$ cat src/design/adf_pkg.sv
`timescale 1ns / 1ps
// ----------------------------------------------------------------------------
// Audio DMA FIFO package
// Shared types, codes and constants for the audio DMA two-entry queue.
// ----------------------------------------------------------------------------
package adf_pkg;

  localparam int MemAddrBits = 23;
  localparam int DivW        = 50;
  localparam int DvsW        = 32;
  localparam int PaddrW      = 5;

  localparam logic [1:0] MODE_WRITE   = 2'd0;
  localparam logic [1:0] MODE_TICK    = 2'd1;
  localparam logic [1:0] MODE_READ    = 2'd2;
  localparam logic [1:0] MODE_REQUEUE = 2'd3;

  localparam logic [2:0] REG_DAC_CLOCK  = 3'd0;
  localparam logic [2:0] REG_DAC_RATE   = 3'd1;
  localparam logic [2:0] REG_FRAME_TIME = 3'd2;
  localparam logic [2:0] REG_FPS        = 3'd3;
  localparam logic [2:0] REG_FULL_EN    = 3'd4;

  localparam logic [26:0] DAC_CLOCK_RST  = 27'd48681812;
  localparam logic [13:0] DAC_RATE_RST   = 14'd0;
  localparam logic [23:0] FRAME_TIME_RST = 24'd500000;
  localparam logic [7:0]  FPS_RST        = 8'd60;
  localparam logic        FULL_EN_RST    = 1'b1;

  localparam logic [17:0] LEN_MAX = 18'h3FFFF;

  typedef struct packed {
    logic [1:0]  mode;
    logic [23:0] dram_address;
    logic [17:0] byte_length;
  } in_t;

  typedef struct packed {
    logic        dma_start;
    logic [22:0] dma_address;
    logic [17:0] dma_length;
    logic        interrupt_raise;
    logic        timer_expired;
    logic        busy_flag;
    logic        full_flag;
    logic [17:0] remaining_length;
  } out_t;

  typedef enum logic [3:0] {
    S_IDLE,
    S_RATE_START,
    S_RATE_WAIT,
    S_MUL1,
    S_MUL2,
    S_NUM_START,
    S_NUM_WAIT,
    S_REM_MUL,
    S_REM_START,
    S_REM_WAIT,
    S_COMMIT
  } state_t;

endpackage

$ cat src/design/adf_div.sv
`timescale 1ns / 1ps
// ----------------------------------------------------------------------------
// Audio DMA FIFO divider
// Restoring divider that produces one quotient bit per cycle.
// ----------------------------------------------------------------------------
module adf_div (
  input  logic                      clk,
  input  logic                      rst,
  input  logic                      start,
  input  logic [adf_pkg::DivW-1:0]  dividend,
  input  logic [adf_pkg::DvsW-1:0]  divisor,
  output logic                      done,
  output logic [adf_pkg::DivW-1:0]  quotient
);
  import adf_pkg::*;

  localparam int CntW = $clog2(DivW);

  logic [DivW-1:0] quo;
  logic [DvsW-1:0] rem;
  logic [DvsW-1:0] dvs;
  logic [CntW-1:0] cnt;
  logic            run;
  logic [DvsW:0]   sh;
  logic [DvsW:0]   diff;
  logic            ge;

  assign sh       = {rem, quo[DivW-1]};
  assign diff     = sh - {1'b0, dvs};
  assign ge       = sh >= {1'b0, dvs};
  assign quotient = quo;

  always_ff @(posedge clk) begin
    if (rst) begin
      run  <= 1'b0;
      done <= 1'b0;
      cnt  <= '0;
    end else begin
      done <= 1'b0;
      if (start) begin
        run <= 1'b1;
        cnt <= '0;
      end else if (run) begin
        cnt <= cnt + 1'b1;
        if (cnt == CntW'(DivW - 1)) begin
          run  <= 1'b0;
          done <= 1'b1;
        end
      end
    end
  end

  always_ff @(posedge clk) begin
    if (start) begin
      quo <= dividend;
      rem <= '0;
      dvs <= divisor;
    end else if (run) begin
      quo <= {quo[DivW-2:0], ge};
      rem <= ge ? diff[DvsW-1:0] : sh[DvsW-1:0];
    end
  end

endmodule

$ cat src/design/audio_dma_two_entry_fifo_core.sv
`timescale 1ns / 1ps
// ----------------------------------------------------------------------------
// Audio DMA two-entry FIFO core
// DMA start control with a two-entry transfer queue and a countdown timer.
// ----------------------------------------------------------------------------
// Items enter on the in channel (valid/ready) and each produces one result
// item on the out channel (valid/ready). Configuration registers sit on an
// APB-style port at byte addresses 0, 4, 8, 12 and 16; the user must write
// them only while the block is idle, which the block itself does not enforce.
// The block works on one item at a time and is not ready meanwhile. A read
// that needs a quotient makes one pass, and a length write or, with full_en
// set, a timer requeue makes up to two, through one shared restoring divider
// that yields one quotient bit per cycle (first the sample rate, then the
// duration). Multiplications are registered steps.
// The result is held in an output register; when the receiver stalls, the
// finished item waits there and the next item is accepted, but its result
// is not written until the register is free.
// Reset clears the queue, the flags and the timer and restores the register
// defaults; no item is pending after reset.
// ----------------------------------------------------------------------------
module audio_dma_two_entry_fifo_core #(
  parameter int MEMORY_ADDRESS_BITS = adf_pkg::MemAddrBits
) (
  input  logic                        clk,
  input  logic                        rst,
  input  logic                        in_valid,
  output logic                        in_ready,
  input  adf_pkg::in_t                in_data,
  output logic                        out_valid,
  input  logic                        out_ready,
  output adf_pkg::out_t               out_data,
  input  logic                        psel,
  input  logic                        penable,
  input  logic                        pwrite,
  input  logic [adf_pkg::PaddrW-1:0]  paddr,
  input  logic [31:0]                 pwdata,
  output logic [31:0]                 prdata,
  output logic                        pready
);
  import adf_pkg::*;

  localparam logic [23:0] AddrMask = 24'((25'd1 << MEMORY_ADDRESS_BITS) - 25'd1);

  logic [26:0] dac_clock;
  logic [13:0] dac_rate;
  logic [23:0] frame_time;
  logic [7:0]  fps;
  logic        full_en;

  state_t state, state_next;
  in_t    item;
  logic [17:0] op_len;
  logic [26:0] rate;
  logic [DivW-1:0] prod;
  logic [31:0] dur;
  logic [17:0] remain;

  logic [23:0] q0_addr, q1_addr, q0_addr_next, q1_addr_next;
  logic [17:0] q0_len, q1_len, q0_len_next, q1_len_next;
  logic [31:0] q0_dur, q1_dur, q0_dur_next, q1_dur_next;
  logic        busy, full, act, busy_next, full_next, act_next;
  logic [31:0] cdown, cdown_next;
  logic [17:0] last_len, last_len_next;
  out_t        res;
  logic        launch, launch_sel;

  logic            div_start, div_done;
  logic [DivW-1:0] div_dvd, div_q;
  logic [DvsW-1:0] div_dvs;
  logic            accept, commit, rem_zero;

  assign pready = 1'b1;

  always_ff @(posedge clk) begin
    if (rst) begin
      dac_clock  <= DAC_CLOCK_RST;
      dac_rate   <= DAC_RATE_RST;
      frame_time <= FRAME_TIME_RST;
      fps        <= FPS_RST;
      full_en    <= FULL_EN_RST;
    end else if (psel && penable && pwrite) begin
      unique case (paddr[4:2])
        REG_DAC_CLOCK:  dac_clock  <= pwdata[26:0];
        REG_DAC_RATE:   dac_rate   <= pwdata[13:0];
        REG_FRAME_TIME: frame_time <= pwdata[23:0];
        REG_FPS:        fps        <= pwdata[7:0];
        REG_FULL_EN:    full_en    <= pwdata[0];
        default: ;
      endcase
    end
  end

  always_comb begin
    unique case (paddr[4:2])
      REG_DAC_CLOCK:  prdata = {5'd0, dac_clock};
      REG_DAC_RATE:   prdata = {18'd0, dac_rate};
      REG_FRAME_TIME: prdata = {8'd0, frame_time};
      REG_FPS:        prdata = {24'd0, fps};
      REG_FULL_EN:    prdata = {31'd0, full_en};
      default:        prdata = '0;
    endcase
  end

  assign in_ready = (state == S_IDLE);
  assign accept   = in_valid && in_ready;
  assign commit   = (state == S_COMMIT) && (!out_valid || out_ready);
  assign rem_zero = (q0_dur == '0) || !act || cdown[31];

  adf_div u_div (
    .clk      (clk),
    .rst      (rst),
    .start    (div_start),
    .dividend (div_dvd),
    .divisor  (div_dvs),
    .done     (div_done),
    .quotient (div_q)
  );

  always_comb begin
    div_start = 1'b0;
    div_dvd   = prod;
    div_dvs   = q0_dur;
    unique case (state)
      S_RATE_START: begin
        div_start = 1'b1;
        div_dvd   = {23'd0, dac_clock};
        div_dvs   = {17'd0, 15'(dac_rate) + 15'd1};
      end
      S_NUM_START: begin
        div_start = 1'b1;
        div_dvs   = {3'd0, rate, 2'b00};
      end
      S_REM_START: div_start = 1'b1;
      default: ;
    endcase
  end

  always_comb begin
    state_next = state;
    unique case (state)
      S_IDLE: begin
        if (accept) begin
          unique case (in_data.mode)
            MODE_WRITE:   state_next = S_RATE_START;
            MODE_TICK:    state_next = S_COMMIT;
            MODE_READ:    state_next = rem_zero ? S_COMMIT : S_REM_MUL;
            MODE_REQUEUE: state_next = full_en ? S_RATE_START : S_COMMIT;
            default:      state_next = S_COMMIT;
          endcase
        end
      end
      S_RATE_START: state_next = S_RATE_WAIT;
      S_RATE_WAIT:  if (div_done) begin
        state_next = (div_q[26:0] == '0) ? S_COMMIT : S_MUL1;
      end
      S_MUL1:       state_next = S_MUL2;
      S_MUL2:       state_next = S_NUM_START;
      S_NUM_START:  state_next = S_NUM_WAIT;
      S_NUM_WAIT:   if (div_done) state_next = S_COMMIT;
      S_REM_MUL:    state_next = S_REM_START;
      S_REM_START:  state_next = S_REM_WAIT;
      S_REM_WAIT:   if (div_done) state_next = S_COMMIT;
      S_COMMIT:     if (commit) state_next = S_IDLE;
      default:      state_next = S_IDLE;
    endcase
  end

  always_ff @(posedge clk) begin
    if (rst) begin
      state <= S_IDLE;
    end else begin
      state <= state_next;
    end
  end

  always_ff @(posedge clk) begin
    if (accept) begin
      item   <= in_data;
      op_len <= (in_data.mode == MODE_WRITE) ? in_data.byte_length : last_len;
      dur    <= '0;
      remain <= '0;
    end
    if (state == S_RATE_WAIT && div_done) begin
      rate <= div_q[26:0];
    end
    if (state == S_MUL1) begin
      prod <= {8'd0, 42'(op_len) * 42'(frame_time)};
    end
    if (state == S_MUL2) begin
      prod <= DivW'(prod[41:0]) * DivW'(fps);
    end
    if (state == S_NUM_WAIT && div_done) begin
      dur <= div_q[31:0];
    end
    if (state == S_REM_MUL) begin
      prod <= {1'b0, 49'(cdown[30:0]) * 49'(q0_len)};
    end
    if (state == S_REM_WAIT && div_done) begin
      remain <= (div_q[31:18] != '0) ? LEN_MAX : div_q[17:0];
    end
  end

  always_comb begin
    q0_addr_next  = q0_addr;
    q0_len_next   = q0_len;
    q0_dur_next   = q0_dur;
    q1_addr_next  = q1_addr;
    q1_len_next   = q1_len;
    q1_dur_next   = q1_dur;
    busy_next     = busy;
    full_next     = full;
    act_next      = act;
    cdown_next    = cdown;
    last_len_next = last_len;
    launch        = 1'b0;
    launch_sel    = 1'b0;
    res           = '0;
    unique case (item.mode)
      MODE_WRITE: begin
        last_len_next = item.byte_length;
        if (busy) begin
          q1_addr_next = item.dram_address;
          q1_len_next  = item.byte_length;
          q1_dur_next  = dur;
          if (full_en) begin
            full_next = 1'b1;
          end else begin
            launch     = 1'b1;
            launch_sel = 1'b1;
          end
        end else begin
          q0_addr_next = item.dram_address;
          q0_len_next  = item.byte_length;
          q0_dur_next  = dur;
          busy_next    = 1'b1;
          launch       = 1'b1;
        end
      end
      MODE_TICK: begin
        if (act) begin
          if (cdown <= 32'd1) begin
            cdown_next        = '0;
            act_next          = 1'b0;
            res.timer_expired = 1'b1;
            if (full) begin
              q0_addr_next = q1_addr;
              q0_len_next  = q1_len;
              q0_dur_next  = q1_dur;
              full_next    = 1'b0;
              launch       = 1'b1;
            end else begin
              busy_next = 1'b0;
            end
          end else begin
            cdown_next = cdown - 32'd1;
          end
        end
      end
      MODE_READ: res.remaining_length = remain;
      MODE_REQUEUE: begin
        cdown_next = full_en ? dur : '0;
        act_next   = full_en;
      end
      default: ;
    endcase
    if (launch) begin
      res.dma_start   = 1'b1;
      res.dma_address = launch_sel ? 23'(q1_addr_next & AddrMask & 24'hFFFFFC)
                                   : 23'(q0_addr_next & AddrMask & 24'hFFFFFC);
      res.dma_length  = launch_sel ? q1_len_next : q0_len_next;
      if (!full_next) begin
        if (full_en) begin
          cdown_next = launch_sel ? q1_dur_next : q0_dur_next;
          act_next   = 1'b1;
        end else begin
          res.interrupt_raise = 1'b1;
        end
      end
    end
    res.busy_flag = busy_next;
    res.full_flag = full_next;
  end

  always_ff @(posedge clk) begin
    if (rst) begin
      q0_addr  <= '0;
      q0_len   <= '0;
      q0_dur   <= '0;
      q1_addr  <= '0;
      q1_len   <= '0;
      q1_dur   <= '0;
      busy     <= 1'b0;
      full     <= 1'b0;
      act      <= 1'b0;
      cdown    <= '0;
      last_len <= '0;
    end else if (commit) begin
      q0_addr  <= q0_addr_next;
      q0_len   <= q0_len_next;
      q0_dur   <= q0_dur_next;
      q1_addr  <= q1_addr_next;
      q1_len   <= q1_len_next;
      q1_dur   <= q1_dur_next;
      busy     <= busy_next;
      full     <= full_next;
      act      <= act_next;
      cdown    <= cdown_next;
      last_len <= last_len_next;
    end
  end

  always_ff @(posedge clk) begin
    if (rst) begin
      out_valid <= 1'b0;
    end else if (commit) begin
      out_valid <= 1'b1;
    end else if (out_ready) begin
      out_valid <= 1'b0;
    end
  end

  always_ff @(posedge clk) begin
    if (commit) begin
      out_data <= res;
    end
  end

endmodule

$ cat config.mk
export PLATFORM = sky130hd
export DESIGN_NAME = audio_dma_two_entry_fifo_core
export DESIGN_NICKNAME = d
export VERILOG_FILES = /design/src/design/adf_pkg.sv /design/src/design/adf_div.sv /design/src/design/audio_dma_two_entry_fifo_core.sv
export SDC_FILE = /design/constraint.sdc
export NUM_CORES = 2
export LEC_CHECK = 0
export BUFFER_PORTS_ARGS = -buffer_cell sky130_fd_sc_hd__buf_2
export CAP_MARGIN = 20
export CELL_PAD_IN_SITES_DETAIL_PLACEMENT = 0
export CELL_PAD_IN_SITES_GLOBAL_PLACEMENT = 1
export CORE_ASPECT_RATIO = 1.1
export CORE_MARGIN = 2
export CORE_UTILIZATION = 25
export CTS_BUF_LIST = sky130_fd_sc_hd__clkbuf_16
export DETAILED_ROUTE_END_ITERATION = 10
export GPL_ROUTABILITY_DRIVEN = 1
export HOLD_SLACK_MARGIN = 0.1
export PLACE_DENSITY_LB_ADDON = 0.1
export SYNTH_ARGS = -nofsm -noshare
export SYNTH_HDL_FRONTEND = slang
export SYNTH_SLANG_ARGS = --single-unit
$ cat constraint.sdc
create_clock -name clk -period 15.3 [get_ports clk]
set_clock_uncertainty 0.1 [all_clocks]
set_input_delay 1.53 -clock clk [delete_from_list [all_inputs] [get_ports clk]]
set_output_delay 1.53 -clock clk [all_outputs]
set_load 0.05 [all_outputs]
==> summary.txt <==
Floorplanning
  – Core area: 0.2834 mm^2
  – Vert. Die Dim: 563.8 um
  – I/O pin cnt: 187
  – Die width: 512.9 um
  – Die area: 0.2892 mm^2
  – Initial Util: 25.13%
  – FP Rows: 205

CTS
  – Cts-stage hold buffer count: 0
  – Resized cells post-CTS: 0
  – Setup bufs post-CTS: 0
  – CTS max path bufs: 3
  – TritonCTS buffer count: 83
  – CTS H-tree depth: 3
  – TritonCTS clock tree: built
  – Clock sink count: 644
  – Clock latency on the worst-skew pair: 0.73 ns
  – Clk root buf: clkbuf_16
  – Clk slew on worst S/H paths: 0.06 ns

Timing
  – Slew HR: 16.89%
  – RSZ-0062 raised after global routing: no
  – Achievable frequency: 0.1182 GHz
  – Setup TNS: 0 ns
  – Hold WS: 0.3542 ns
  – Post-route clock period utilization: 55.29%
  – Slew Viols, Final: 0
  – Period minus WS final: 8.459 ns
  – Hold Fails Final Rpt: 0
  – Worst Max-Slew Pin Slew: 1.238 ns
  – Worst setup margin: 6.841 ns
  – Final setup violation count: 0

Yosys
  – Post-synth top flop: edfxtp_1
  – Seq cells post-synth: 644
  – Number of flops mapped to enable cells by yosys: 329
  – Syn Area/Cell: 8.863 um^2
  – Synth Cell Area: 0.07122 mm^2
  – Seq/Total Area, Yosys: 22.73%
  – Synth cell types: 91
  – FFs w/ async S/R, synth: 0%
  – Synth warnings: 0
  – Syn Inst Count: 8036

Final layout
  – Area Growth Syn to Fin: 10.42%
  – Final nets: 9414
  – Commonest non-fill, non-tap cells in the layout: nand2_1 (1459), inv_1 (1295), fa_1 (1057)
  – Commonest non-fill, non-tap cell in the layout: nand2_1
  – Share of cells above drive strength 1: 6.768%
  – Register Area: 0.01620 mm^2
  – Area of the multi-input gates: 0.04814 mm^2
  – Layout fillers: 30400

Critical path
  – Arr. time, crit path: 8.75 ns
  – Setup crit end kind: flip-flop
  – Critical path type: flip-flop to flip-flop
  – WP data required: 15.59 ns
  – Worst setup SP type: flip-flop
  – Crit-path max FO: 18

Routing
  – DRT antenna net count: 0
  – Met2 wire len: 134000 um
  – Post-Route WL: 276900 um
  – Vias: 55050
  – # DRC: 0
  – Top sig layer: met5
  – Vias per cell: 4.695
  – Number of DRC markers in iteration 0: 3237
  – Drt pass-1 iters: 5
  – M1 wire length: 130200 um
  – Met3 wire length: 7695 um
  – DR WL/cell: 23.61 um

Power and ir drop
  – Pwr/cell area: 239.0 mW/mm^2
  – Comb pwr share: 73.7%
  – Int Pwr: 8.891 mW
  – Leak: 35.00 nW
  – Peak supply drop: 0.0003740 V
  – Clk network pwr share: 10.6%
  – Sequential power share: 15.7%
  – P_sw: 9.902 mW
  – Switching share of power: 52.69%

GRT
  – Vias in the first global route: 59100
  – Grt ovf: 0
  – First-pass GRT wire length: 411600 um
  – Largest net degree at the start of global routing: 147
  – Antenna violations before repair: 16
  – Total GRT Usage: 19.14%

Placed design
  – Setup WS pre-CTS: 6.698 ns
  – Final HPWL DP: 206800 um
  – GPL Wtd Cong: 0.8036
  – Buffers on Ports: 168

Run status
  – Run status: complete, no violations

Run
  – Number of max-cap violations: 0

Min path
  – Worst min path class: flip-flop to flip-flop
logic make-up after synthesis:
group / synth area share (%)
muxes: 1.198
xor gates and xnor gates: 2.041
DFF: 22.73
and+or+nand+nor: 17.52
AOI/OAI and AO/OA: 10.88
other: 0.01054
buffers and inverters: 9.828
adders and majority gates: 35.79
cell type report:
cell class,count,share of cell area [%]
Timing Repair Buffer,328,2.737
Clock buffer,84,2.673
Inverter,1275,6.092
Clock inverter,71,0.7335
Antenna cell,7,0.02227
Multi-Input combinational cell,5591,61.22
Sequential cell,644,20.59
Tap cell,3726,5.928
worst max-delay path, stage by stage, from the launching register on:
cell	delay (ns)
dfxtp_1	0.52
buf_4	0.39
nand2_1	0.13
fa_1	0.57
inv_1	0.05
fa_1	0.52
inv_1	0.05
fa_1	0.49
inv_1	0.05
fa_1	0.53
fa_1	0.52
inv_1	0.05
fa_1	0.50
inv_1	0.05
ha_1	0.34
a21oi_1	0.24
o21ai_1	0.15
a221oi_1	0.39
a2bb2oi_1	0.20
o21ai_1	0.16
a21oi_1	0.37
a21oi_1	0.22
a221oi_1	0.62
nor2_1	0.10
a2111oi_0	0.60
o22ai_1	0.17
power groups by stage:
stage / registers, mW / logic (mW) / clock network, mW
after floorplan: 2.65 / 9.95 / 0
after global placement: 2.99 / 14.1 / 0
after detailed placement: 2.99 / 14.0 / 0
after CTS: 2.96 / 14.1 / 2.06
after global routing: 2.98 / 15.7 / 2.12
final: 2.95 / 13.9 / 1.99
state kept, by name, indices dropped and copies added (netlist names), 32 cells and up:
signal and count:
cdown 32, prod 50, u_div.dvs 32, item 41
dur 32, u_div.quotient 50, q1_dur 32, u_div.rem 32
out_data 62, q0_dur 32
cells in the mapped netlist (10+ instances only):
library cell	instances	share of area (%)
nor2_1	385	2.0
a21oi_1	452	3.2
edfxtp_1	329	14
fa_1	1057	30
or2_2	10	0.088
mux2i_1	47	0.66
nor4_1	20	0.18
clkbuf_1	450	2.4
dfxtp_1	315	8.9
nand2b_1	29	0.25
xnor2_1	87	1.1
a221oi_1	18	0.22
nand2_1	1462	7.7
a22o_1	64	0.79
o21ai_0	157	1.1
and3_1	26	0.23
o21bai_1	17	0.18
mux2_2	20	0.32
buf_4	38	0.40
inv_1	1274	6.7
o31ai_1	13	0.14
o2111ai_1	10	0.12
nor3_1	65	0.46
and2_1	513	4.5
o22ai_1	12	0.11
a211o_1	12	0.15
a211oi_1	113	1.2
nand3b_1	25	0.26
ha_1	346	6.1
a31oi_1	32	0.28
a21o_1	79	0.83
nand4_1	32	0.28
xor2_1	79	0.97
o211ai_1	18	0.19
o21ai_1	11	0.077
nand3_1	61	0.43
o21a_1	44	0.46
nor2b_1	43	0.38
a22oi_1	78	0.82
buf_1	23	0.12
or3_1	19	0.17
per-stage QoR:
| step | instances | utilization (%) | total power [mW] | cell area, um^2 |
|---|---|---|---|---|
| global route | 11720 | 27.74 | 20.81 | 78620 |
| floorplan | 8042 | - | 12.59 | 71240 |
| CTS | 11720 | 27.72 | 19.16 | 78570 |
| global placement | 11560 | 26.75 | 17.08 | 75800 |
| finish | 11730 | 27.75 | 18.79 | 78640 |
| detailed placement | 11560 | 26.78 | 17.03 | 75890 |
layer usage:
metal	global-route usage [%]	vias up
met1	26.44	28770
met2	32.92	911
met4	3.531	2
met5	0	-
met3	1.407	234
li1	-	25140
worst paths after layout:
kind	start	endpoint	slack, ns	cells after the start
hold reg to reg	q1_len[4]	q1_len[4]	0.35	2
hold / removal	q1_len[4]	q1_len[4]	0.35	2
setup / recovery	cdown[17]	prod[45]	6.84	25
setup reg to reg	cdown[17]	prod[45]	6.84	25
(Power assumes the default switching activity.)
